<file path="src/sv/isq_pkg.sv">
// Shared types, codes and constants for the indexed sequence store.
package isq_pkg;

   // Default number of entries in the store
   localparam int CAPACITY_DEF = 256;

   // Fixed field widths
   localparam int VALUE_W = 32;
   localparam int POS_W   = 16;
   localparam int COUNT_W = 16;
   localparam int OCC_W   = 9;
   localparam int CODE_W  = 3;
   localparam int STAT_W  = 2;

   // Request codes
   localparam logic [CODE_W-1:0] REQ_INSERT = 3'd0;
   localparam logic [CODE_W-1:0] REQ_ERASE  = 3'd1;
   localparam logic [CODE_W-1:0] REQ_GET    = 3'd2;
   localparam logic [CODE_W-1:0] REQ_SET    = 3'd3;
   localparam logic [CODE_W-1:0] REQ_SIZE   = 3'd4;

   // Status codes
   localparam logic [STAT_W-1:0] STATUS_OK    = 2'd0;
   localparam logic [STAT_W-1:0] STATUS_RANGE = 2'd1;
   localparam logic [STAT_W-1:0] STATUS_FULL  = 2'd2;

   typedef logic signed [VALUE_W-1:0] value_type;

   // Request word
   typedef struct packed {
      logic [CODE_W-1:0]  req_type;
      logic [POS_W-1:0]   position;
      value_type          item_value;
      logic [COUNT_W-1:0] erase_count;
      logic               run_continue;
   } req_word_type;

   // Response word
   typedef struct packed {
      value_type         read_value;
      logic [OCC_W-1:0]  occupancy;
      logic [STAT_W-1:0] status;
   } rsp_word_type;

   // Operation broadcast to every cell of the chain
   typedef enum logic [2:0] {
      CELL_HOLD,
      CELL_INSERT,
      CELL_SHIFT_DOWN,
      CELL_WRITE,
      CELL_LOAD_READ,
      CELL_SHIFT_READ
   } cell_op_type;

   typedef struct packed {
      cell_op_type      op;
      logic [POS_W-1:0] pos;
      value_type        value;
   } cell_ctrl_type;

endpackage

</file>
<file path="src/sv/isq_cell.sv">
// One storage cell of the chain: holds one entry and one read-out stage.
module isq_cell #(
   parameter int IDX = 0
) (
   input  logic                   clock,
   input  isq_pkg::cell_ctrl_type ctrl,
   input  isq_pkg::value_type     left_value,
   input  isq_pkg::value_type     right_value,
   input  isq_pkg::value_type     right_rd,
   output isq_pkg::value_type     entry_value,
   output isq_pkg::value_type     rd_value
);

   localparam int PW = isq_pkg::POS_W;
   localparam logic [PW-1:0] MY_POS = PW'(IDX);

   isq_pkg::value_type entry_ff, entry_in;
   isq_pkg::value_type rd_ff, rd_in;

   // Local decode of the broadcast operation
   always_comb begin
      entry_in = entry_ff;
      rd_in    = rd_ff;
      unique case (ctrl.op)
         isq_pkg::CELL_HOLD: begin
         end
         isq_pkg::CELL_INSERT: begin
            if (MY_POS > ctrl.pos) begin
               entry_in = left_value;
            end else if (MY_POS == ctrl.pos) begin
               entry_in = ctrl.value;
            end
         end
         isq_pkg::CELL_SHIFT_DOWN: begin
            if (MY_POS >= ctrl.pos) begin
               entry_in = right_value;
            end
         end
         isq_pkg::CELL_WRITE: begin
            if (MY_POS == ctrl.pos) begin
               entry_in = ctrl.value;
            end
         end
         isq_pkg::CELL_LOAD_READ: begin
            rd_in = entry_ff;
         end
         isq_pkg::CELL_SHIFT_READ: begin
            rd_in = right_rd;
         end
         default: begin
         end
      endcase
   end

   // Payload only, no reset
   always_ff @(posedge clock) begin
      entry_ff <= entry_in;
      rd_ff    <= rd_in;
   end

   assign entry_value = entry_ff;
   assign rd_value    = rd_ff;

endmodule

</file>
<file path="config.mk">
export PLATFORM = sky130hd
export DESIGN_NAME = isq_cell
export DESIGN_NICKNAME = d
export VERILOG_FILES = /design/src/sv/isq_pkg.sv /design/src/sv/isq_cell.sv
export SDC_FILE = /design/constraint.sdc
export NUM_CORES = 1
export LEC_CHECK = 0
export ABC_AREA = 1
export BUFFER_PORTS_ARGS = -buffer_cell sky130_fd_sc_hd__buf_2
export CORE_ASPECT_RATIO = 0.8
export CORE_UTILIZATION = 35
export DETAILED_ROUTE_END_ITERATION = 6
export PLACE_DENSITY = 0.75
export SLEW_MARGIN = 5
export SYNTH_ARGS = -nofsm -noshare
export SYNTH_HDL_FRONTEND = slang
export SYNTH_SLANG_ARGS = --single-unit
</file>
<file path="constraint.sdc">
create_clock -name clock -period 3.6 [get_ports clock]
set_input_delay 0.72 -clock clock [delete_from_list [all_inputs] [get_ports clock]]
set_output_delay 0.72 -clock clock [all_outputs]
set_load 0.02 [all_outputs]
</file>
=== Yosys cells after proc, flatten, opt, wreduce, memory -nomap -nowiden ===
Index checks and enable logic that the tools add are counted.

* Bits of input ports: 148
* Flip-flop bits (word level): 64
* Output and inout port bits: 64
* Word-level logic and storage cells: 19
* RAM bits: 0
* Memories kept: 0
* Bits in latches: 0
* Memory bits (read-only): 0

* Div/mod/pow operators: 0
* Shifts and indexed selects: 0
* Multiplexer cells: 5
* Magnitude comparators: 2
* Reductions and logical operators: 4
* $add $sub $neg: 0
* Multipliers: 0
* Equality and inequality tests: 6
* Bitwise logic cells: 0

{| class="wikitable"
|+ Operator list
! kind !! number
|-
| $mux W32 || 3
|-
| $pmux W32 S3 || 1
|-
| $pmux W32 S2 || 1
|-
| $ge A1 B16 Y1 const A || 1
|-
| $gt A1 B16 Y1 const A || 1
|-
| $logic_not A16 Y1 || 1
|-
| $eq A3 B2 Y1 const B || 2
|-
| $eq A3 B3 Y1 const B || 2
|-
| $eq A3 B1 Y1 const B || 1
|-
| $reduce_bool A3 Y1 || 1
|-
| $ne A2 B2 Y1 const B || 1
|-
| $reduce_and A2 Y1 || 1
|-
| $reduce_bool A2 Y1 || 1
|}

=== Depth between registers and ports, before layout ===
Gate-level depths: netlist of the first run.

* Word-level depth: 4
* Depth in mapped cells: 8
* Gate-level depth less buffers: 7

=== Worst setup path before layout of the first run ===
No wires, ideal clock.

* Path type: input to register
* Start point: input ctrl[38] (netlist name)
* End point: register entry_ff[0], in the netlist entry_value[0], enable pin
* Data arrival time: 2.885 ns
* Setup slack: 0.283 ns
* Path buffers: 1
* Stages on the path: 6
* Setup time: 0.432 ns
* Required time: 3.168 ns
* Cells stage by stage: nor2_1 -> nand2_1 -> nor2_4 -> nand2_4 -> buf_6 -> a21oi_1

* Cells in the longest elaborated chain, start to end: 3

{| class="wikitable"
|+ RTL lines
! item !! RTL line !! source
|-
| from (decl) || isq_cell.sv:6 || <nowiki>input isq_pkg::cell_ctrl_type ctrl,</nowiki>
|-
| $ge A1 B16 Y1 || isq_cell.sv:35 || <nowiki>if (MY_POS >= ctrl.pos) begin</nowiki>
|-
| $ne A2 B2 Y1 (no source line) || -- ||
|-
| $reduce_and A2 Y1 (no source line) || -- ||
|-
| to (signal assigned) || isq_cell.sv:57 || <nowiki>entry_ff <= entry_in;</nowiki>
|-
| to (decl) || isq_cell.sv:17 || <nowiki>isq_pkg::value_type entry_ff, entry_in;</nowiki>
|}

No other way between the ends.
A chain may end at the register's enable or synchronous reset.

=== Worst setup path after layout of the first run ===
* Start point: input ctrl[49] (netlist name)
* End point: register entry_ff[22], in the netlist entry_value[22] (data pin)

* Cells in the longest elaborated chain, start to end: 2
* Elaborated cells on any way between the ends: 4
* Those cells by class: eq/ne (3); mux (1)

{| class="wikitable"
|+ RTL lines
! item !! RTL line !! source
|-
| $eq A3 B2 Y1 or $eq A3 B1 Y1 (tied branches) || isq_cell.sv:24 || <nowiki>unique case (ctrl.op)</nowiki>
|-
| $pmux W32 S3 * || isq_cell.sv:24 ||
|-
| via entry_in[22] || isq_cell.sv:17 ||
|}

The timed path passes the listed nets; every way through them passes the cells marked *.

==> results.py, run 1 <==
metrics = {
    "yosys": {
        "yosysWarnings": 0,
        "syn_inst": 398,
        "yosysUniqueCellTypes": 15,
        "synth-seq-cells": 64,
        "syn_avg_cell_area_um2": 8.65,
        "synth_edf_count": 64,
        "ys_async_sr_fraction_pct": 0,
        "synth-main-ff-cell": "edfxtp_1",
        "syn-num-nets": 546,
        "ys_seq_area_share_pct": 55.8,
        "netlist_area_um2": 3440,
    },
    "drt": {
        "wl_per_cell_um": 13.8,
        "routed_wl_um": 9540,
        "drc": 0,
        "via_per_inst": 4.69,
        "drt_first_pass_iters": 4,
        "ant_nets": 0,
        "drt_iter0_drc": 167,
        "vias": 3246,
    },
    "sta": {
        "hold_viol_final": 0,
        "worstMarginPinSlew_ns": 0.714,
        "fin_crit_ns": 2.06,
        "max_slew_margin_pct": 52.2,
        "period_share_pct": 57.4,
        "fin_ws_ns": 1.54,
        "setup_violations": 0,
        "finalMaxSlewViolations": 0,
        "rsz0062_at_grt": "no",
        "finalSetupTns_ns": 0,
        "fin_worst_skew_ns": 0.00146,
        "fmax_mhz": 484,
    },
    "floorplan": {
        "die_y_um": 90.7,
        "start_util_pct": 37.0,
        "rows": 31,
        "die_w_um": 113,
        "core_area_um2": 9310,
        "ioPinCount": 212,
        "die-area_um2": 10200,
    },
    "final_layout": {
        "drive_gt1_share_pct": 40.0,
        "regArea_um2": 1920,
        "fill_cells": 906,
        "multi_input_area_um2": 1150,
        "syn_to_final_growth_pct": 35.9,
        "antenna_cells": 0,
        "nets": 722,
    },
    "clock_tree": {
        "post_cts_buffers": 0,
        "clock-sinks": 64,
        "cts_buffers": 9,
        "htreeDepth": 3,
        "holdBufCountCts": 0,
        "cts_resized": 0,
        "clockBufferDepth": 2,
        "clkTransAtPathRegs_ns": 0.05,
        "insertion_delay_ns": 0.32,
        "root_buffer": "clkbuf_16",
        "cts_tree": "yes",
    },
    "power": {
        "pwr_density_cell_nw_per_um2": 416,
        "finalPower_mw": 1.95,
        "irDropWorstVdd_mv": 0.283,
        "p_leak_nw": 2.39,
    },
    "grt": {
        "grt_pass1_wl_um": 15000,
        "first_global_vias": 3169,
        "grt_use_total_pct": 18.9,
        "grt-ovfl-total": 0,
        "antenna_found_initial": 0,
        "grt_max_degree": 40,
    },
    "place": {
        "dp_hpwl_um": 6590,
        "port_buffers": 179,
        "place_ws_ns": 1.21,
        "place.gp.congestion": 0.781,
    },
    "critical_path": {
        "end_kind": "register",
        "arrival_ns": 2.14,
        "startpoint_type": "input pin",
        "path_class": "input pin to register",
        "crit_required_ns": 3.67,
        "cp_max_fo": 33,
    },
    "worst_hold_path": {
        "hp-class": "register to register",
    },
    "status": {
        "status": "completed",
    },
    "job": {
        "cap_violations": 0,
    },
}
==> layout make-up <==
cell class,instances,area share (%)
Clock inverter,5,0.561
Sequential cell,64,41.1
Multi-Input combinational cell,245,24.5
Clock buffer,9,4.81
Inverter,68,5.45
Timing Repair Buffer,186,20.5
Tap cell,115,3.07
==> worst max-delay path: stages <==
cell and delay (ns):
buf_2 0.13, inv_2 0.04, nor2_2 0.08, inv_2 0.05, nor2_4 0.11, buf_4 0.38
inv_2 0.36, nand3_1 0.18, nand2_1 0.06
==> cell usage after synthesis, types with 2 or more instances <==
library cell	n	share of area [%]
nand2_1	80	8.7
edfxtp_1	64	56
inv_1	64	7.0
nand3_1	64	9.3
nor2_1	40	4.4
a21oi_1	33	4.8
nand2_2	21	3.8
buf_2	13	1.9
buf_4	5	1.1
inv_2	4	0.44
buf_6	3	0.98
nor2_4	3	0.98
nor2_2	2	0.36
==> through the flow <==
step	hold slack (ns)	util (%)	area, µm²	cells
after floorplan	0.738	-	3440	398
after global placement	0.593	47.6	4430	678
after detailed placement	0.614	47.6	4430	678
after CTS	0.628	50.3	4680	692
after global routing	0.649	50.3	4680	692
final	0.630	50.3	4680	692
==> cell usage in the layout, fill, tap and decap left out <==
cell | netlist | layout
nor2_4 | 3 | 4
nor2_1 | 40 | 40
clkinv_1 | 0 | 1
clkinv_2 | 0 | 3
nand2_1 | 80 | 80
clkinvlp_4 | 0 | 1
buf_4 | 5 | 6
inv_2 | 4 | 4
buf_2 | 13 | 179
nand2_4 | 1 | 1
inv_1 | 64 | 64
a21oi_4 | 0 | 1
nand3_1 | 64 | 64
a21oi_1 | 33 | 32
o21ai_0 | 1 | 1
buf_12 | 0 | 1
edfxtp_1 | 64 | 64
clkbuf_16 | 0 | 9
nand2_2 | 21 | 21
nor2_2 | 2 | 1
==> power by group <==
| part | internal (mW) | leakage (nW) | switching, mW | total, mW |
|---|---|---|---|---|
| combinational | 0.117 | 1.66 | 0.182 | 0.299 |
| clock | 0.451 | 0.124 | 0.299 | 0.750 |
| sequential | 0.882 | 0.606 | 0.0162 | 0.898 |
==> kinds of logic after synthesis <==
kind of cell           Yosys count  share of synthesized area [%]
AO/OA/AOI/OAI                   34                           4.94
buffers and inverters           89                           11.4
flip-flops                      64                           55.8
AND/OR/NAND/NOR                211                           27.9
==> registers in the layout (all words and copies together) (netlist names) <==
register and flops:
entry_value 32, rd_value 32
==> final timing paths <==
check / from / end / slack [ns] / cells after the start
min: entry_value[21] / rd_value[21] / 0.63 / 2
max: ctrl[49] / entry_value[22] / 1.54 / 9
max reg2reg: entry_value[9] / entry_value[9] / 2.65 / 4
min reg2reg: entry_value[21] / rd_value[21] / 0.63 / 2
==> metal layers <==
| metal | part of all wire [%] | track usage (%) | vias to the layer above |
|---|---|---|---|
| li1 | - | - | 1624 |
| met1 | 43 | 22.4 | 1478 |
| met2 | 48 | 33.5 | 136 |
| met3 | 8.3 | 5.97 | 8 |
| met4 | 0.74 | 3.95 | 0 |
| met5 | 0 | 0 | - |
No activity file was read; power rests on OpenSTA's default activity.
==> inputs of run 2 (changes only) <==
==> constraint.sdc (replaced) <==
create_clock -name clock -period 2 [get_ports clock]
set_input_delay 0.4 -clock clock [delete_from_list [all_inputs] [get_ports clock]]
set_output_delay 0.4 -clock clock [all_outputs]
set_load 0.02 [all_outputs]
==> run 2 against run 1 <==
Net effect: cell area up 2.6%; global-route usage up 1.0 points; final cell count up 1.0%; critical path depth down 1; first-iteration DRC count up 13%; utilization up 1.3 points; register-to-register slack worse by 1.6 ns; routed wire length up 3.0%; critical path type unchanged.
==> results.py, run 2 (same netlist as run 1, synthesis figures left out) <==
metrics = {
    "status": {
        "status": "completed",
    },
    "drt": {
        "routed_wl_um": 9830,
        "drc": 0,
        "wl_per_cell_um": 14.1,
        "drt_iter0_drc": 189,
        "via_per_inst": 4.74,
        "vias": 3311,
        "ant_nets": 0,
        "drt_first_pass_iters": 4,
    },
    "clock_tree": {
        "cts_tree": "yes",
        "htreeDepth": 3,
        "clockBufferDepth": 2,
        "insertion_delay_ns": 0.33,
        "cts_resized": 0,
        "clock-sinks": 64,
        "holdBufCountCts": 0,
        "root_buffer": "clkbuf_16",
        "cts_buffers": 9,
        "post_cts_buffers": 0,
        "clkTransAtPathRegs_ns": 0.05,
    },
    "final_layout": {
        "nets": 727,
        "layout_commonest_cell": "buf_2",
        "syn_to_final_growth_pct": 39.5,
        "layout_common_cells": "179 x buf_2, 80 x nand2_1, 64 x inv_1, 64 x nand3_1, 64 x edfxtp_1",
        "drive_gt1_share_pct": 40.8,
        "fin_util_pct": 51.6,
        "antenna_cells": 0,
    },
    "grt": {
        "first_global_vias": 3341,
        "grt_use_total_pct": 19.9,
        "antenna_found_initial": 0,
        "grt-ovfl-total": 0,
        "grt_max_degree": 33,
        "grt_pass1_wl_um": 15700,
    },
    "critical_path": {
        "startpoint_type": "input pin",
        "worstReg2RegStart": "entry_value[24]",
        "cp_max_fo": 32,
        "cp_cell_sequence": "buf_2 > inv_2 > nor2_2 > inv_2 > nor2_4 > inv_2 > nand3_1 > nand2_1",
        "end_kind": "register",
        "path_class": "input pin to register",
        "crit_required_ns": 2.08,
        "arrival_ns": 1.48,
        "path_common_cell": "inv_2",
        "cpPeakStageDelay_ns": 0.31,
        "crit_slowest_cell": "inv_2",
        "startpoint": "ctrl[49]",
    },
    "place": {
        "dp_hpwl_um": 7070,
        "place.gp.congestion": 0.776,
        "port_buffers": 179,
        "place_ws_ns": 0.247,
    },
    "sta": {
        "worstMarginPinSlew_ns": 0.627,
        "period_share_pct": 70.4,
        "hold_viol_final": 0,
        "fin_crit_ns": 1.41,
        "setup_violations": 0,
        "fmax_mhz": 710,
        "finalMaxSlewViolations": 0,
        "max_slew_margin_pct": 58.1,
        "fin_ws_ns": 0.591,
        "rsz0062_at_grt": "no",
        "finalSetupTns_ns": 0,
        "fin_worst_skew_ns": 0.00308,
        "fin_worst_hold_slack_ns": 0.347,
    },
    "worst_hold_path": {
        "min_from": "right_value[23]",
        "hp-class": "input pin to register",
    },
    "power": {
        "irDropWorstVdd_mv": 0.442,
        "pwr_density_cell_nw_per_um2": 795,
        "p_leak_nw": 2.46,
    },
    "floorplan": {
        "die_w_um": 113,
        "core_area_um2": 9310,
        "rows": 31,
        "die_y_um": 90.7,
        "ioPinCount": 212,
        "die-area_um2": 10200,
        "start_util_pct": 37.0,
    },
    "job": {
        "cap_violations": 0,
    },
}
run 2: cell types whose count changed in the layout (fill, tap and decap cells not counted):
| cell | change |
|---|---|
| clkinv_1 | -1 |
| buf_4 | +3 |
| clkinv_4 | +1 |
| buf_12 | +2 |
| clkinvlp_4 | -1 |
| bufinv_16 | +2 |
| clkbuf_1 | +1 |
run 2: layer usage:
layer / wire, µm / track usage [%] / vias up
met5: 0 / 0 / -
met4: 162 / 6.47 / 0
met3: 766 / 6.38 / 18
met2: 4840 / 36.8 / 153
met1: 4060 / 21.4 / 1502
li1: - / - / 1638
run 2: final timing paths:
check                    end  slack, ns  cells after the start
max reg2reg  entry_value[24]       1.05                      4
min reg2reg     rd_value[22]       0.62                      2
max          entry_value[31]       0.59                      8
min          entry_value[23]       0.35                      3
run 2: layout make-up:
cell class,instances,area (µm²)
clock buffer,10,229
clock inverter,6,83.8
fill,898,4510
inverter,68,255
multi-input combinational,245,1150
sequential,64,1920
tap,115,144
timing repair buffer,191,1020
run 2: power breakdown:
part           switching [mW]  internal [mW]
logic                   0.329          0.217
registers              0.0306           1.59
clock network           0.567           1.09
total                   0.927           2.89
run 2: metrics by stage:
| step | cell area [µm²] | power [mW] | cells |
|---|---|---|---|
| 6_report | 4800 | 3.82 | 699 |
| 5_1_grt | 4800 | 3.98 | 699 |
| 4_1_cts | 4800 | 3.86 | 699 |
| 3_5_place_dp | 4490 | 2.19 | 683 |
| 3_3_place_gp | 4490 | 2.18 | 683 |
| 2_1_floorplan | 3460 | 1.94 | 398 |
run 2: critical path: cells and delay by family:
family        cells  cell delay, ns
buf+inv           4            0.53
simple gates      4            0.54
==> inputs of run 3 (changes only) <==
==> constraint.sdc (replaced) <==
create_clock -name clock -period 1.3 [get_ports clock]
set_input_delay 0.26 -clock clock [delete_from_list [all_inputs] [get_ports clock]]
set_output_delay 0.26 -clock clock [all_outputs]
set_load 0.02 [all_outputs]
==> run 3 against run 2 <==
Net effect: routed wire length fell by 1.7%; register-to-register slack lost 0.70 ns; critical path depth fell by 7; utilization is 2.1 points higher; total power grew 52%; sequential share of layout area down 1.6 points; first-iteration DRC count is 15% lower; cell area rose by 4.1%; global-route usage is 0.67 points lower; count of clock-buffer cells in the layout unchanged; critical path type is now register to output pin; critical endpoint is now entry_value[27]; largest cell class unchanged; largest power group is now registers.
==> results.py, run 3 (same netlist as run 1, synthesis figures left out) <==
metrics = {
    "critical_path": {
        "crit_buf_inv": 1,
        "cpLargestDelayFamily": "flip-flops",
        "arrival_ns": 0.92,
        "path_class": "register to output pin",
        "crit_required_ns": 1.04,
        "cpPeakStageDelay_ns": 0.41,
        "cp_cell_sequence": "buf_2",
        "rr_worst_depth": 4,
        "cp_max_fo": 2,
        "r2r_setup_slack_ns": 0.35,
        "r2r-end": "entry_value[9]",
        "startpoint": "entry_value[27]",
        "end_kind": "output pin",
        "crit_slowest_cell": "edfxtp_1",
        "startpoint_type": "register",
        "worstReg2RegStart": "entry_value[9]",
    },
    "floorplan": {
        "core_area_um2": 9310,
        "die-area_um2": 10200,
        "ioPinCount": 212,
        "start_util_pct": 37.0,
        "die_y_um": 90.7,
        "rows": 31,
        "die_w_um": 113,
    },
    "grt": {
        "grt_pass1_wl_um": 15200,
        "grt_use_total_pct": 19.2,
        "grt_max_degree": 31,
        "grt-ovfl-total": 0,
        "first_global_vias": 3183,
        "antenna_found_initial": 0,
    },
    "clock_tree": {
        "cts_resized": 0,
        "clockBufferDepth": 2,
        "holdBufCountCts": 0,
        "htreeDepth": 3,
        "clkTransAtPathRegs_ns": 0.06,
        "insertion_delay_ns": 0.32,
        "cts_buffers": 9,
        "cts_tree": "yes",
        "post_cts_buffers": 0,
        "root_buffer": "clkbuf_16",
        "clock-sinks": 64,
    },
    "drt": {
        "via_per_inst": 4.78,
        "drc": 0,
        "routed_wl_um": 9670,
        "drt_iter0_drc": 161,
        "drt_first_pass_iters": 5,
        "wl_per_cell_um": 13.7,
        "vias": 3382,
        "ant_nets": 0,
    },
    "sta": {
        "rsz0062_at_grt": "no",
        "finalMaxSlewViolations": 0,
        "fin_worst_skew_ns": 0.00775,
        "finalSetupTns_ns": 0,
        "worstMarginPinSlew_ns": 0.359,
        "max_slew_margin_pct": 75.8,
        "fin_worst_hold_slack_ns": 0.204,
        "setup_violations": 0,
        "hold_viol_final": 0,
        "period_share_pct": 90.8,
        "fin_crit_ns": 1.18,
        "fmax_mhz": 847,
    },
    "worst_hold_path": {
        "holdPathStages": 3,
        "hp-class": "input pin to register",
        "min_from": "right_value[26]",
        "hold_end": "entry_value[26]",
    },
    "place": {
        "place.gp.congestion": 0.789,
        "dp_hpwl_um": 7290,
        "port_buffers": 179,
        "place_inst": 692,
    },
    "power": {
        "switching_power_mw": 1.47,
        "combPwrFrac_pct": 15.8,
        "switching_share_pct": 25.4,
        "p_leak_nw": 2.53,
        "pwr_density_cell_nw_per_um2": 1160,
        "power.share.clock_pct": 41.2,
        "irDropWorstVdd_mv": 0.553,
        "internal_power_mw": 4.31,
        "seq_power_share_pct": 43.0,
    },
    "status": {
        "status": "completed",
    },
    "final_layout": {
        "stdcell_count": 708,
        "antenna_cells": 0,
        "layout_common_cells": "179 x buf_2, 78 x nand2_1, 64 x inv_1, 64 x nand3_1, 64 x edfxtp_1",
        "syn_to_final_growth_pct": 45.2,
        "nets": 736,
        "layout_commonest_cell": "buf_2",
        "drive_gt1_share_pct": 44.4,
    },
    "job": {
        "cap_violations": 0,
    },
}
==> run 3: cell count changes in the layout (fill, tap and decap cells not counted), moves of 2 or more <==
| cell | previous run | this run |
|---|---|---|
| a21oi_1 | 32 | 28 |
| a21oi_2 | 0 | 4 |
| buf_12 | 3 | 8 |
| buf_4 | 9 | 13 |
| clkinv_2 | 3 | 1 |
| nand2_1 | 80 | 78 |
| nor2_1 | 40 | 30 |
| nor2_2 | 1 | 7 |
| nor2_4 | 4 | 8 |
==> run 3: through the flow <==
stage	area (µm²)	power (mW)	worst slack (ns)	util, %
after global placement	4700	3.43	-0.176	50.5
final	5000	5.78	0.120	53.7
after detailed placement	4700	3.45	-0.192	50.5
after floorplan	3570	3.01	-0.497	-
after CTS	5000	5.85	0.107	53.7
after global routing	5000	6.01	0.0421	53.7
==> run 3: routing by layer <==
layer  up-vias  share of wire, %  global-route usage [%]  wire length (µm)
li1       1659                 -                       -                 -
met1      1521                42                    23.0              4100
met2       190                48                    33.6              4620
met3        12               8.5                    4.43               822
met4         0               1.3                    7.35               124
met5         -                 0                       0                 0
==> run 3: final cells by class <==
type                            instances  area, µm²
Tap cell                              115        144
Clock buffer                           10        229
Clock inverter                          6       68.8
Sequential cell                        64       1920
Timing Repair Buffer                  200       1150
Fill cell                             896       4310
Inverter                               68        268
Multi-Input combinational cell        245       1220
==> run 3: power groups by stage <==
stage	clock network [mW]	logic, mW	registers (mW)
finish	2.38	0.914	2.49
global placement	0	0.902	2.53
detailed placement	0	0.919	2.53
floorplan	0	0.331	2.68
global route	2.51	0.997	2.50
CTS	2.43	0.922	2.49
==> run 3: how the worst max path moves through the flow <==
stage          depth (start not counted)              end
6_report                               1  entry_value[27]
5_1_grt                                8   entry_value[9]
4_1_cts                                1  entry_value[11]
3_5_place_dp                           7  entry_value[24]
3_3_place_gp                           7   entry_value[1]
2_1_floorplan                          6   entry_value[0]
