### config.mk
export PLATFORM = sky130hd
export DESIGN_NAME = isq_ctrl
export DESIGN_NICKNAME = d
export VERILOG_FILES = /design/src/sv/isq_pkg.sv /design/src/sv/isq_ctrl.sv
export SDC_FILE = /design/constraint.sdc
export NUM_CORES = 1
export LEC_CHECK = 0
export ABC_AREA = 1
export BUFFER_PORTS_ARGS = -buffer_cell sky130_fd_sc_hd__buf_2
export CAP_MARGIN = 20
export CORE_UTILIZATION = 40
export CTS_CLUSTER_DIAMETER = 200
export DETAILED_ROUTE_END_ITERATION = 10
export PLACE_DENSITY = 0.69
export SLEW_MARGIN = 0
export SYNTH_ARGS = -nofsm -noshare
export SYNTH_HDL_FRONTEND = slang
export SYNTH_SLANG_ARGS = --single-unit
### constraint.sdc
create_clock -name clock -period 10.5 [get_ports clock]
set_input_delay 0 -clock clock [delete_from_list [all_inputs] [get_ports clock]]
set_output_delay 0 -clock clock [all_outputs]
set_load 0.005 [all_outputs]
### src/sv/isq_pkg.sv
// Shared types, codes and constants for the indexed sequence store.
package isq_pkg;

   // Default number of entries in the store
   localparam int CAPACITY_DEF = 256;

   // Fixed field widths
   localparam int VALUE_W = 32;
   localparam int POS_W   = 16;
   localparam int COUNT_W = 16;
   localparam int OCC_W   = 9;
   localparam int CODE_W  = 3;
   localparam int STAT_W  = 2;

   // Request codes
   localparam logic [CODE_W-1:0] REQ_INSERT = 3'd0;
   localparam logic [CODE_W-1:0] REQ_ERASE  = 3'd1;
   localparam logic [CODE_W-1:0] REQ_GET    = 3'd2;
   localparam logic [CODE_W-1:0] REQ_SET    = 3'd3;
   localparam logic [CODE_W-1:0] REQ_SIZE   = 3'd4;

   // Status codes
   localparam logic [STAT_W-1:0] STATUS_OK    = 2'd0;
   localparam logic [STAT_W-1:0] STATUS_RANGE = 2'd1;
   localparam logic [STAT_W-1:0] STATUS_FULL  = 2'd2;

   typedef logic signed [VALUE_W-1:0] value_type;

   // Request word
   typedef struct packed {
      logic [CODE_W-1:0]  req_type;
      logic [POS_W-1:0]   position;
      value_type          item_value;
      logic [COUNT_W-1:0] erase_count;
      logic               run_continue;
   } req_word_type;

   // Response word
   typedef struct packed {
      value_type         read_value;
      logic [OCC_W-1:0]  occupancy;
      logic [STAT_W-1:0] status;
   } rsp_word_type;

   // Operation broadcast to every cell of the chain
   typedef enum logic [2:0] {
      CELL_HOLD,
      CELL_INSERT,
      CELL_SHIFT_DOWN,
      CELL_WRITE,
      CELL_LOAD_READ,
      CELL_SHIFT_READ
   } cell_op_type;

   typedef struct packed {
      cell_op_type      op;
      logic [POS_W-1:0] pos;
      value_type        value;
   } cell_ctrl_type;

endpackage

### src/sv/isq_ctrl.sv
// Request sequencer: decodes words, tracks fill level and cursor, drives the cell chain.
module isq_ctrl #(
   parameter int CAPACITY = isq_pkg::CAPACITY_DEF
) (
   input  logic                   clock,
   input  logic                   reset,
   input  logic                   start,
   output logic                   busy,
   input  isq_pkg::req_word_type  req_word,
   output logic                   rsp_strobe,
   output isq_pkg::rsp_word_type  rsp_word,
   input  isq_pkg::value_type     head_rd,
   output isq_pkg::cell_ctrl_type cell_ctrl
);

   localparam int FW = $clog2(CAPACITY + 1);
   localparam int PW = isq_pkg::POS_W;
   localparam int CW = (FW > PW) ? FW : PW;
   localparam int OW = isq_pkg::OCC_W;

   typedef enum logic [1:0] {
      ST_IDLE,
      ST_ERASE,
      ST_GET
   } state_type;

   state_type                   state_ff, state_in;
   logic [FW-1:0]               fill_ff, fill_in;
   logic [FW-1:0]               cursor_ff, cursor_in;
   logic [FW-1:0]               left_ff, left_in;
   isq_pkg::cell_ctrl_type      cell_ff, cell_in;
   logic                        strobe_ff, strobe_in;
   logic [isq_pkg::STAT_W-1:0]  status_ff, status_in;
   logic                        rd_sel_ff, rd_sel_in;

   logic [CW-1:0] pos_ext, fill_ext, cursor_ext, cnt_ext;
   logic [CW-1:0] base, at, avail, n_del;
   logic          pos_in_range;

   // Shared arithmetic on the incoming word
   always_comb begin
      pos_ext      = CW'(req_word.position);
      fill_ext     = CW'(fill_ff);
      cursor_ext   = CW'(cursor_ff);
      cnt_ext      = CW'(req_word.erase_count);
      base         = req_word.run_continue ? cursor_ext : pos_ext;
      at           = (base > fill_ext) ? fill_ext : base;
      pos_in_range = pos_ext < fill_ext;
      avail        = fill_ext - pos_ext;
      n_del        = (cnt_ext < avail) ? cnt_ext : avail;
   end

   // Next state
   always_comb begin
      state_in  = state_ff;
      fill_in   = fill_ff;
      cursor_in = cursor_ff;
      left_in   = left_ff;
      cell_in   = '{op: isq_pkg::CELL_HOLD, pos: '0, value: '0};
      strobe_in = 1'b0;
      status_in = status_ff;
      rd_sel_in = rd_sel_ff;
      unique case (state_ff)
         ST_IDLE: begin
            if (start) begin
               strobe_in = 1'b1;
               status_in = isq_pkg::STATUS_OK;
               rd_sel_in = 1'b0;
               unique case (req_word.req_type)
                  isq_pkg::REQ_INSERT: begin
                     if (fill_ff >= FW'(CAPACITY)) begin
                        status_in = isq_pkg::STATUS_FULL;
                     end else begin
                        cell_in   = '{op: isq_pkg::CELL_INSERT, pos: PW'(at),
                                      value: req_word.item_value};
                        fill_in   = fill_ff + FW'(1);
                        cursor_in = FW'(at + CW'(1));
                     end
                  end
                  isq_pkg::REQ_ERASE: begin
                     if (!pos_in_range) begin
                        status_in = isq_pkg::STATUS_RANGE;
                     end else if (n_del != '0) begin
                        // shift the tail down one place per cycle
                        strobe_in = 1'b0;
                        state_in  = ST_ERASE;
                        left_in   = FW'(n_del);
                        fill_in   = fill_ff - FW'(n_del);
                        cell_in   = '{op: isq_pkg::CELL_SHIFT_DOWN,
                                      pos: req_word.position, value: '0};
                     end
                  end
                  isq_pkg::REQ_GET: begin
                     if (!pos_in_range) begin
                        status_in = isq_pkg::STATUS_RANGE;
                     end else begin
                        // snapshot, then walk the word down to cell zero
                        strobe_in = 1'b0;
                        state_in  = ST_GET;
                        left_in   = FW'(pos_ext);
                        cell_in   = '{op: isq_pkg::CELL_LOAD_READ, pos: '0, value: '0};
                     end
                  end
                  isq_pkg::REQ_SET: begin
                     if (!pos_in_range) begin
                        status_in = isq_pkg::STATUS_RANGE;
                     end else begin
                        cell_in = '{op: isq_pkg::CELL_WRITE, pos: req_word.position,
                                    value: req_word.item_value};
                     end
                  end
                  default: begin
                     // size and unused codes report occupancy only
                  end
               endcase
            end
         end
         ST_ERASE: begin
            left_in = left_ff - FW'(1);
            if (left_ff == FW'(1)) begin
               state_in  = ST_IDLE;
               strobe_in = 1'b1;
            end else begin
               cell_in = cell_ff;
            end
         end
         ST_GET: begin
            if (left_ff == '0) begin
               state_in  = ST_IDLE;
               strobe_in = 1'b1;
               rd_sel_in = 1'b1;
            end else begin
               left_in = left_ff - FW'(1);
               cell_in = '{op: isq_pkg::CELL_SHIFT_READ, pos: '0, value: '0};
            end
         end
         default: begin
            state_in = ST_IDLE;
         end
      endcase
   end

   // State and registered outputs
   always_ff @(posedge clock) begin
      if (reset) begin
         state_ff  <= ST_IDLE;
         fill_ff   <= '0;
         cursor_ff <= '0;
         left_ff   <= '0;
         cell_ff   <= '{op: isq_pkg::CELL_HOLD, pos: '0, value: '0};
         strobe_ff <= 1'b0;
         status_ff <= isq_pkg::STATUS_OK;
         rd_sel_ff <= 1'b0;
      end else begin
         state_ff  <= state_in;
         fill_ff   <= fill_in;
         cursor_ff <= cursor_in;
         left_ff   <= left_in;
         cell_ff   <= cell_in;
         strobe_ff <= strobe_in;
         status_ff <= status_in;
         rd_sel_ff <= rd_sel_in;
      end
   end

   assign busy                = (state_ff != ST_IDLE);
   assign rsp_strobe          = strobe_ff;
   assign rsp_word.read_value = rd_sel_ff ? head_rd : '0;
   assign rsp_word.occupancy  = OW'(fill_ff);
   assign rsp_word.status     = status_ff;
   assign cell_ctrl           = cell_ff;

   // Checks
   a_no_strobe_busy: assert property (@(posedge clock) disable iff (reset)
      (state_ff != ST_IDLE) |-> !strobe_ff)
      else $error("response word while a request is still running");

   a_fill_bound: assert property (@(posedge clock) disable iff (reset)
      fill_ff <= FW'(CAPACITY))
      else $error("fill level beyond capacity");

   a_cursor_bound: assert property (@(posedge clock) disable iff (reset)
      cursor_ff <= FW'(CAPACITY))
      else $error("insert cursor beyond capacity");

   a_full_status: assert property (@(posedge clock) disable iff (reset)
      (strobe_ff && status_ff == isq_pkg::STATUS_FULL) |-> (fill_ff == FW'(CAPACITY)))
      else $error("full status reported while store has room");

   a_erase_count: assert property (@(posedge clock) disable iff (reset)
      (state_ff == ST_ERASE) |-> (left_ff != '0 && cell_ff.op == isq_pkg::CELL_SHIFT_DOWN))
      else $error("erase running without shift count");

endmodule

# Word level (Yosys, flattened, before mapping)
# Cells that the tools add are included.
[totals]
reg_bits = 84
latch_bits = 0
ram_bits = 0
romBits = 0
word_cells = 99
memories = 0
[classes]
addsub = 5
n_mul = 0
div = 0
order_cmp = 4
n_eq_ne = 17
shift = 0
mux = 47
bitwise = 1
reduce_logical = 15
[op_table]
columns = ["op", "n"]
rows = [
  ["51-bit two-way mux", 4],
  ["51-bit case mux with 4 select lines", 1],
  ["51-bit case mux with 3 select lines", 1],
  ["50-bit two-way mux", 3],
  ["9-bit two-way mux", 8],
  ["49-bit two-way mux", 1],
  ["16-bit two-way mux", 3],
  ["9-bit case mux with 2 select lines", 2],
  ["32-bit two-way mux", 1],
  ["9-bit case mux with 3 select lines", 1],
  ["9-bit by 1-bit adder with 9-bit output (second input constant)", 2],
  ["16-bit by 9-bit greater-than comparator with 1-bit output", 1],
  ["16-bit less-than comparator", 1],
  ["16-bit by 9-bit less-than comparator with 1-bit output", 1],
  ["16-bit nonzero test", 1],
  ["9-bit by 16-bit subtractor with 16-bit output", 1],
  ["2-bit two-way mux", 7],
  ["2-bit != test (second input constant)", 7],
  ["7-bit AND reduction", 2],
  ["9-bit by 1-bit equality test with 1-bit output (second input constant)", 1],
  ["9-bit >= comparator (second input constant)", 1],
  ["9-bit logical NOT", 1],
  ["1-bit two-way mux", 9],
  ["3-bit != test (second input constant)", 3],
  ["other kinds (21)", 26],
]

# Logic depth before layout (Yosys ltp)
# Gate-level depths: netlist of the first run.
[depth]
ltp_word = 9
mapped_depth = 36
ltp_nobuf = 35

# Worst setup path before layout of the first run
# OpenSTA, ideal clock, no wires.
[synth_timing]
path_type = "register to register"
startpoint = "reg fill_ff[0]"
endpoint = "reg fill_ff[8]"
setup_time_ps = 71
t_arrival_ps = 4194
t_required_ps = 10429
path_slack_ps = 6236
stages_incl_launch_ff = 35
synth_period_minus_slack_ps = 4264
path_cell_list = "dfxtp_1 inv_1 ha_1 fa_1 inv_1 nand4_1 nand2_2 nand2_2 nand2_1 nand2_1 nand2_1 ha_1 nand2_1 inv_2 nand3_1 a31oi_1 nor2_2 nand2_4 buf_6 nand2_1 nand2_1 nand2_1 ha_1 inv_1 fa_1 nand3_1 nand3_1 a21oi_1 nor2_1 nor2_1 o21ai_0 a21oi_1 xor2_1 nand2_1 a21oi_1"
[synth_via]
elab_chain_cells = 7
[synth_lines]
columns = ["element", "line_no", "text"]
rows = [
  ["start, declared", "isq_ctrl.sv:28", "logic [FW-1:0] fill_ff, fill_in;"],
  ["start signal, assigned", "isq_ctrl.sv:156", "fill_ff <= fill_in;"],
  ["9-bit by 16-bit subtractor with 16-bit output", "isq_ctrl.sv:49", "avail = fill_ext - pos_ext;"],
  ["16-bit less-than comparator", "isq_ctrl.sv:50", "n_del = (cnt_ext < avail) ? cnt_ext : avail;"],
  ["16-bit two-way mux", "isq_ctrl.sv:50", ""],
  ["9-bit subtractor", "isq_ctrl.sv:88", "fill_in = fill_ff - FW'(n_del);"],
  ["9-bit two-way mux", "isq_ctrl.sv:83", "end else if (n_del != '0) begin"],
  ["9-bit two-way mux", "isq_ctrl.sv:81", "if (!pos_in_range) begin"],
  ["9-bit case mux with 2 select lines", "isq_ctrl.sv:69", "unique case (req_word.req_type)"],
]
# Parallel ways exist; a longest one is shown, timed or not. The select of a mux whose other input is x is not followed.
# A chain may end at the register's enable or synchronous reset.

# Worst setup path after layout of the first run
# Ends and elaborated chain as after synthesis.

==> summary.md, run 1 <==
| Metric | Value |
|---|---|
| Clock skew | `about 0.0056 ns` |
| Syn_area_per_cell | `just over 6 µm²` |
| Crit-path max FO | `12` |
| Skew-Pair Late Insertion Delay | `~0.34 ns` |
| Max_slew headroom | `30.5%` |
| Area Overhead vs Synth | `28.0%` |
| Status | `finished, final reports clean` |
| CTS root buf | `clkbuf_16` |
| Met1 Track Usage GR | `29.0%` |
| Top_reg_cell synth | `dfxtp_1` |
| Dpl ws | `approximately 5.9 ns` |
| Inserted Clock Buffers | `9` |
| Row count | `45` |
| CP dominant cell by count | `nand2_1` |
| Arrival @ worst endpoint | `between 4 and 5 ns` |
| Final core occ | `a little over half` |
| Total gr overflow | `0` |
| Total global-route track usage | `approximately a quarter` |
| Setup tns final | `0 ns` |
| Sequential-to-total area share from yosys stat | `between 20% and 30%` |
| Number of remaining DRC errors | `0` |
| Setup WS post-layout | `between 5 and 6 ns` |
| Clk sink count | `between 80 and 90` |
| Via/cell ratio | `4.82` |
| PortBufs | `about 200` |
| GP Congestion | `just over 0.9` |
| Design Power | `1.06 mW` |
| Storage cell area | `1680 µm²` |
| Initial Util | `~41%` |
| Top Ports | `199` |
| Worst Setup End Kind | `flop` |
| Hold WC Path Type | `input pin to flop` |
| Kind of critical path | `flop to flop` |
| CP max stage cell | `fa_1` |
| Layout net count | `1408` |
| Worst vdd ir | `approximately 92 µV` |
| Global-route wire length before repair | `30400 µm` |
| Post_cts resized | `0` |
| Vias in the first global route | `6376` |
| Antenna-violating nets left | `0` |
| Tcrit/Tclk final | `approximately 44%` |
| Maxcap violations | `0` |
| Max Root-Sink Buffers | `2` |
| Post-synth cell types | `45` |
| Placed instance area | `7460 µm²` |
| DIE AREA | `between 15000 and 20000 µm²` |
| Pins over their slew limit | `0` |
| Core area | `roughly 15000 µm²` |
| Yosys top cell area share | `about a quarter` |
| Initial antenna violation count | `0` |
| Async SR Flop Fraction | `0%` |
| Final Cell Area | `8140 µm²` |
| Crit path launch type | `flop` |
| CTS tree | `built` |
| Final setup fails | `0` |
| Layout cell share with drive strength beyond 1 | `approximately a fifth` |
| Largest area contributor in the netlist | `dfxtp_1` |
| Grt met2 use | `about two fifths` |
| Number of synthesized flops with an enable pin | `0` |
| DP Cell Count | `around 1.4k` |
| Static Leakage | `approximately 4.5 nW` |
| Vias | `just over 7k` |
| H-tree depth | `3` |
| Peak per-stage delay on the critical path | `just over 0.4 ns` |
| Area of the multi-input gates | `3860 µm²` |
| Fmax achieved | `215 MHz` |
| Yosys reg bits | `between 80 and 90` |
| Worst slew pin tran | `between 1 and 1.5 ns` |
| Synth Net Count | `approximately 1.2k` |
| CP required | `roughly 11 ns` |
| Initial DRC Count | `between 400 and 500` |
| Largest net degree at the start of global routing | `a little over 60` |
| Die height | `128 µm` |
| Hpwl dp | `around 15000 µm` |
| Die W | `128 µm` |
| M3 GR Usage | `around 4.2%` |
| Post-Route WL | `around 19000 µm` |
| Fin crit period | `about 4.7 ns` |
| Unrepaired setup endpoints after global routing | `false` |
| Clk pin slew, worst setup/hold paths | `about 0.060 ns` |
| Final Hold Vio Count | `0` |
| PwrDens | `131 nW/µm²` |
| Post-route insts no fill | `1471` |
| Synth Instances | `about 1.0k` |
| Ranking of synthesized cells by area | `dfxtp_1 (26%), nand2_1 (19%), inv_1 (9.9%)` |
| YS warnings | `0` |
| Most used routing layer | `met2` |
| Fillcell total | `~1.6k` |
| Wire per inst | `around 13 µm` |
| Hold Slack | `0.0111 ns` |
| Cell area after synthesis | `around 6400 µm²` |
| Drt pass-1 iters | `5` |
-- synth_stat cells, types with 11 or more instances --
cell and n:
dfxtp_1 84, a21oi_1 103, nand4_1 14, clkbuf_1 23, o21ai_0 52, nand2_1 315, nand3_1 47, nor2_1 85
ha_1 48, nand2_2 11, inv_1 167
-- layout make-up --
class | count | area share [%]
Timing Repair Buffer | 238 | 17.0
Clock buffer | 14 | 3.49
Sequential cell | 84 | 20.7
Antenna cell | 1 | 0.0308
Tap cell | 211 | 3.25
Inverter | 174 | 8.03
Clock inverter | 1 | 0.0615
Multi-Input combinational cell | 748 | 47.4
-- sequential cells by signal, indices dropped and copies added, names as in the netlist --
signal / cells
cell_ctrl: 51
cursor_ff: 9
fill_ff: 9
left_ff: 9
state_ff: 2
status_ff: 2
rd_sel_ff: 1
rsp_strobe: 1
-- where the power goes --
part	total (mW)	switching (mW)	leakage (nW)	internal, mW
clock	0.308	0.123	0.145	0.185
sequential	0.358	0.0171	0.680	0.341
combinational	0.399	0.257	3.67	0.142
total	1.06	0.397	4.49	0.667
-- cells by family after synthesis --
logic type | after synthesis | synth area share (%)
simple gates | 507 | 34.1
buf+inv | 207 | 12.8
compound gates | 178 | 14.6
flops | 84 | 26.5
fa+ha+maj | 50 | 10.1
xor+xnor | 13 | 1.91
-- final timing paths --
check | start | to | slack, ns | depth (start not counted)
worst min-delay path | req_word[53] | cell_ctrl[36] | 0.01 | 3
worst max register to register | fill_ff[0] | fill_ff[8] | 5.85 | 33
worst max-delay path | fill_ff[0] | fill_ff[8] | 5.85 | 33
worst min register to register | cell_ctrl[46] | cell_ctrl[46] | 0.43 | 2
-- metal layers --
metal	up-vias	share of wire, %
li1	3702	-
met1	3132	45
met2	227	48
met3	32	4.7
met4	0	2.1
met5	-	0
-- what timing repair did --
| item | 4_1_cts | 5_1_grt |
|---|---|---|
| buffers inserted | 0 | 0 |
| hold endpoints to repair | 38 | 0 |
| hold buffers | 38 | 0 |
-- layout by cell type (no fill, tap or decap), drive strengths merged, types with 2 or more instances in the layout --
cell / count
a21oi: 104
nor3: 7
o21ai: 63
o21bai: 2
nand2: 328
dfxtp: 84
o211ai: 3
inv: 171
buf: 200
ha: 48
xor2: 9
clkinv: 4
o22ai: 2
dlygate4sd3: 38
nor2: 91
nand3: 50
nand4: 14
fa: 2
clkbuf: 14
or2: 8
nor4: 2
xnor2: 4
nand3b: 5
-- critical path: cells and delay by family (launching register included) --
kind	cells	cell delay (ns)
buffers and inverters	4	0.29
AND/OR/NAND/NOR	18	1.80
XOR/XNOR	1	0.16
flip-flops	1	0.37
adder cells (fa/ha/maj)	5	1.38
AO/OA/AOI/OAI	5	0.58
Note: power is estimated with default switching activity, not from simulation.
==> run 2: changes to the inputs <==
clock period = 4.7 ns   (was 10.5 ns; I/O delays follow)
==> run 2 against run 1 <==
Net effect: power grew 130%; combinational power grew 130%; die area is the same; critical path type is now input pin to flop; critical path depth is the same; cell count grew 0.82%; clock power grew 140%; count of clock-buffer cells in the layout shrank 3; first-iteration DRC count shrank 3.3%; flip-flop and latch count is the same; highest routed layer unchanged; hold slack gained 0.013 ns; core utilization grew 1.7 points.
==> summary.md, run 2 (same netlist as run 1, synthesis figures left out) <==
| Metric | Value |
|---|---|
| Status | `finished, final reports clean (unchanged)` |
| CP required | `4.98 ns (was 10.77 ns)` |
| Pins over their slew limit | `0 (unchanged)` |
| Setup WS post-layout | `0.244 ns (was 5.85 ns)` |
| CTS root buf | `clkbuf_16 (unchanged)` |
| Area of the multi-input gates | `4000 µm² (was 3860 µm²)` |
| Layout cell share with drive strength beyond 1 | `23.0% (was 20.2%)` |
| Layout net count | `1421 (was 1408)` |
| Crit-path max FO | `6 (was 12)` |
| Area Overhead vs Synth | `32.2% (was 28.0%)` |
| Die height | `128 µm (unchanged)` |
| Clock skew | `0.0101 ns (was 0.00556 ns)` |
| Part of the power in registers | `32.1% (was 33.6%)` |
| Internal power | `1.56 mW (was 667 µW)` |
| FF-to-FF path depth | `30 (was 33)` |
| Hold Slack | `0.0239 ns (was 0.0111 ns)` |
| Largest net degree at the start of global routing | `62 (unchanged)` |
| Crit path launch type | `input pin (was flop)` |
| Arrival @ worst endpoint | `4.73 ns (was 4.92 ns)` |
| Hpwl dp | `15100 µm (was 15000 µm)` |
| Top Ports | `199 (unchanged)` |
| Hold Path Depth | `3 (unchanged)` |
| Max_slew headroom | `30.3% (was 30.5%)` |
| Max FFs per register | `51 (unchanged)` |
| Inserted Clock Buffers | `9 (unchanged)` |
| Drt pass-1 iters | `5 (unchanged)` |
| Initial DRC Count | `473 (was 489)` |
| Initial Util | `41.3% (unchanged)` |
| Antenna-violating nets left | `0 (unchanged)` |
| CP dominant cell by count | `nand2_1 (unchanged)` |
| # diodes | `0 (was 1)` |
| Final core occ | `54.6% (was 52.9%)` |
| Commonest non-fill, non-tap cell in the layout | `nand2_1 (unchanged)` |
| Hold WC Path Type | `input pin to flop (unchanged)` |
| Via/cell ratio | `4.87 (was 4.82)` |
| Wire per inst | `13.3 µm (was 13.2 µm)` |
| CP max stage cell | `dlygate4sd3_1 (was fa_1)` |
| Maxcap violations | `0 (unchanged)` |
| End of the worst register-to-register path | `fill_ff[8] (unchanged)` |
| Final Hold Vio Count | `0 (unchanged)` |
| Setup tns final | `0 ns (unchanged)` |
| Row count | `45 (unchanged)` |
| PwrDens | `296 nW/µm² (was 131 nW/µm²)` |
| Max Root-Sink Buffers | `2 (unchanged)` |
| Clock share of power | `30.3% (was 28.9%)` |
| Skew-Pair Late Insertion Delay | `0.35 ns (was 0.34 ns)` |
| Worst slew pin tran | `1.04 ns (about the same)` |
| Tcrit/Tclk final | `between 90% and 100%` |
| RR Startpoint | `fill_ff[7] (was fill_ff[0])` |
| Die W | `128 µm (unchanged)` |
| Clk pin slew, worst setup/hold paths | `0.07 ns (was 0.06 ns)` |
| Kind of critical path | `input pin to flop (was flop to flop)` |
| PortBufs | `198 (unchanged)` |
| Most frequent cells in the layout | `nand2_1 (312), buf_2 (198), inv_1 (163), a21oi_1 (98) (was nand2_1 (315), buf_2 (198), inv_1 (167), a21oi_1 (103))` |
| Final setup fails | `0 (unchanged)` |
| Global-route wire length before repair | `30700 µm (was 30400 µm)` |
| Fillcell total | `1552 (was 1624)` |
| Peak per-stage delay on the critical path | `0.53 ns (was 0.41 ns)` |
| Storage cell area | `1680 µm² (about the same)` |
| Switching power total | `921 µW (was 397 µW)` |
| Vias in the first global route | `6402 (was 6376)` |
| CTS tree | `built (unchanged)` |
| Core area | `15400 µm² (unchanged)` |
| Initial antenna violation count | `0 (unchanged)` |
| Total global-route track usage | `23.8% (was 23.4%)` |
| Fin crit period | `4.46 ns` |
| Critical path startpoint | `req_word[52] (was fill_ff[0])` |
| Clk sink count | `84 (unchanged)` |
| DP Cell Count | `1425 (was 1417)` |
| Fmax achieved | `~220 MHz` |
| Post-route insts no fill | `1483 (was 1471)` |
| Number of remaining DRC errors | `0 (unchanged)` |
| Vias | `7215 (was 7093)` |
| Hold Path End | `cell_ctrl[38] (was cell_ctrl[36])` |
| Dpl ws | `0.0847 ns (was 5.88 ns)` |
| Static Leakage | `4.56 nW (was 4.49 nW)` |
| Comb pwr share | `37.5% (about the same)` |
| H-tree depth | `3 (unchanged)` |
| Worst Setup End Kind | `flop (unchanged)` |
| Worst vdd ir | `195 µV (was 91.8 µV)` |
| Register-to-Register Setup Slack | `0.25 ns (was 5.85 ns)` |
| Post-Route WL | `19700 µm (was 19400 µm)` |
| Switching share of power | `37.1% (was 37.3%)` |
| DIE AREA | `16400 µm² (unchanged)` |
| Hold_sp | `req_word[55] (was req_word[53])` |
| Total gr overflow | `0 (unchanged)` |
| GP Congestion | `0.915 (was 0.914)` |
## run 2: cell types whose count changed in the layout (fill, tap and decap cells not counted), moves of 4 or more
cell / before / now
buf_4: 2 / 13
ha_1: 48 / 41
a21oi_1: 103 / 98
a21oi_2: 1 / 6
clkbuf_8: 4 / 0
ha_4: 0 / 4
inv_1: 167 / 163
inv_2: 4 / 8
## run 2: worst max-delay path by stage
stage / to / slack (ns)
after floorplan: fill_ff[8] / 0.44
after global placement: fill_ff[8] / 0.20
after detailed placement: fill_ff[8] / 0.08
after CTS: fill_ff[8] / 0.08
after global routing: fill_ff[8] / -0.04
final: fill_ff[8] / 0.24
## run 2: repair_timing
item	in CTS	in global routing
endpoints found under the hold margin	39	0
endpoints found under the setup margin	0	3
hold buffers	40	0
setup buffers	0	3
gates resized for setup	0	35
## run 2: final cells by class
class	instances	share of cell area [%]
sequential	84	20.1
clock buffer	11	2.77
tap	211	3.14
timing repair buffer	251	17.7
multi-input combinational	748	47.6
inverter	174	7.78
clock inverter	4	0.879
## run 2: power groups by stage
stage | Sequential (mW) | Clock (mW) | Combinational, mW
2_1_floorplan | 0.804 | 0 | 0.645
3_3_place_gp | 0.811 | 0 | 0.863
3_5_place_dp | 0.812 | 0 | 0.873
4_1_cts | 0.797 | 0.769 | 0.905
5_1_grt | 0.803 | 0.794 | 1.06
6_report | 0.797 | 0.753 | 0.932
## run 2: metrics by stage
step,cell area [µm²],power (mW)
finish,8400,2.48
global placement,7520,1.67
detailed placement,7520,1.69
CTS,8230,2.47
floorplan,6350,1.45
global route,8400,2.65
## run 2: per-layer routing
metal / vias to the layer above / routed length, µm / track usage [%]
li1: 3722 / - / -
met1: 3240 / 8690 / 29.7
met2: 220 / 9440 / 40.5
met3: 33 / 1120 / 4.55
met4: 0 / 487 / 9.20
met5: - / 0 / 0
## run 2: worst max-delay path, delay by kind of cell
family | cells | cell delay, ns
buffers and inverters | 6 | 1.06
AO/OA/AOI/OAI | 6 | 0.92
XOR/XNOR | 1 | 0.15
AND/OR/NAND/NOR | 16 | 1.50
adder cells (fa/ha/maj) | 4 | 1.08
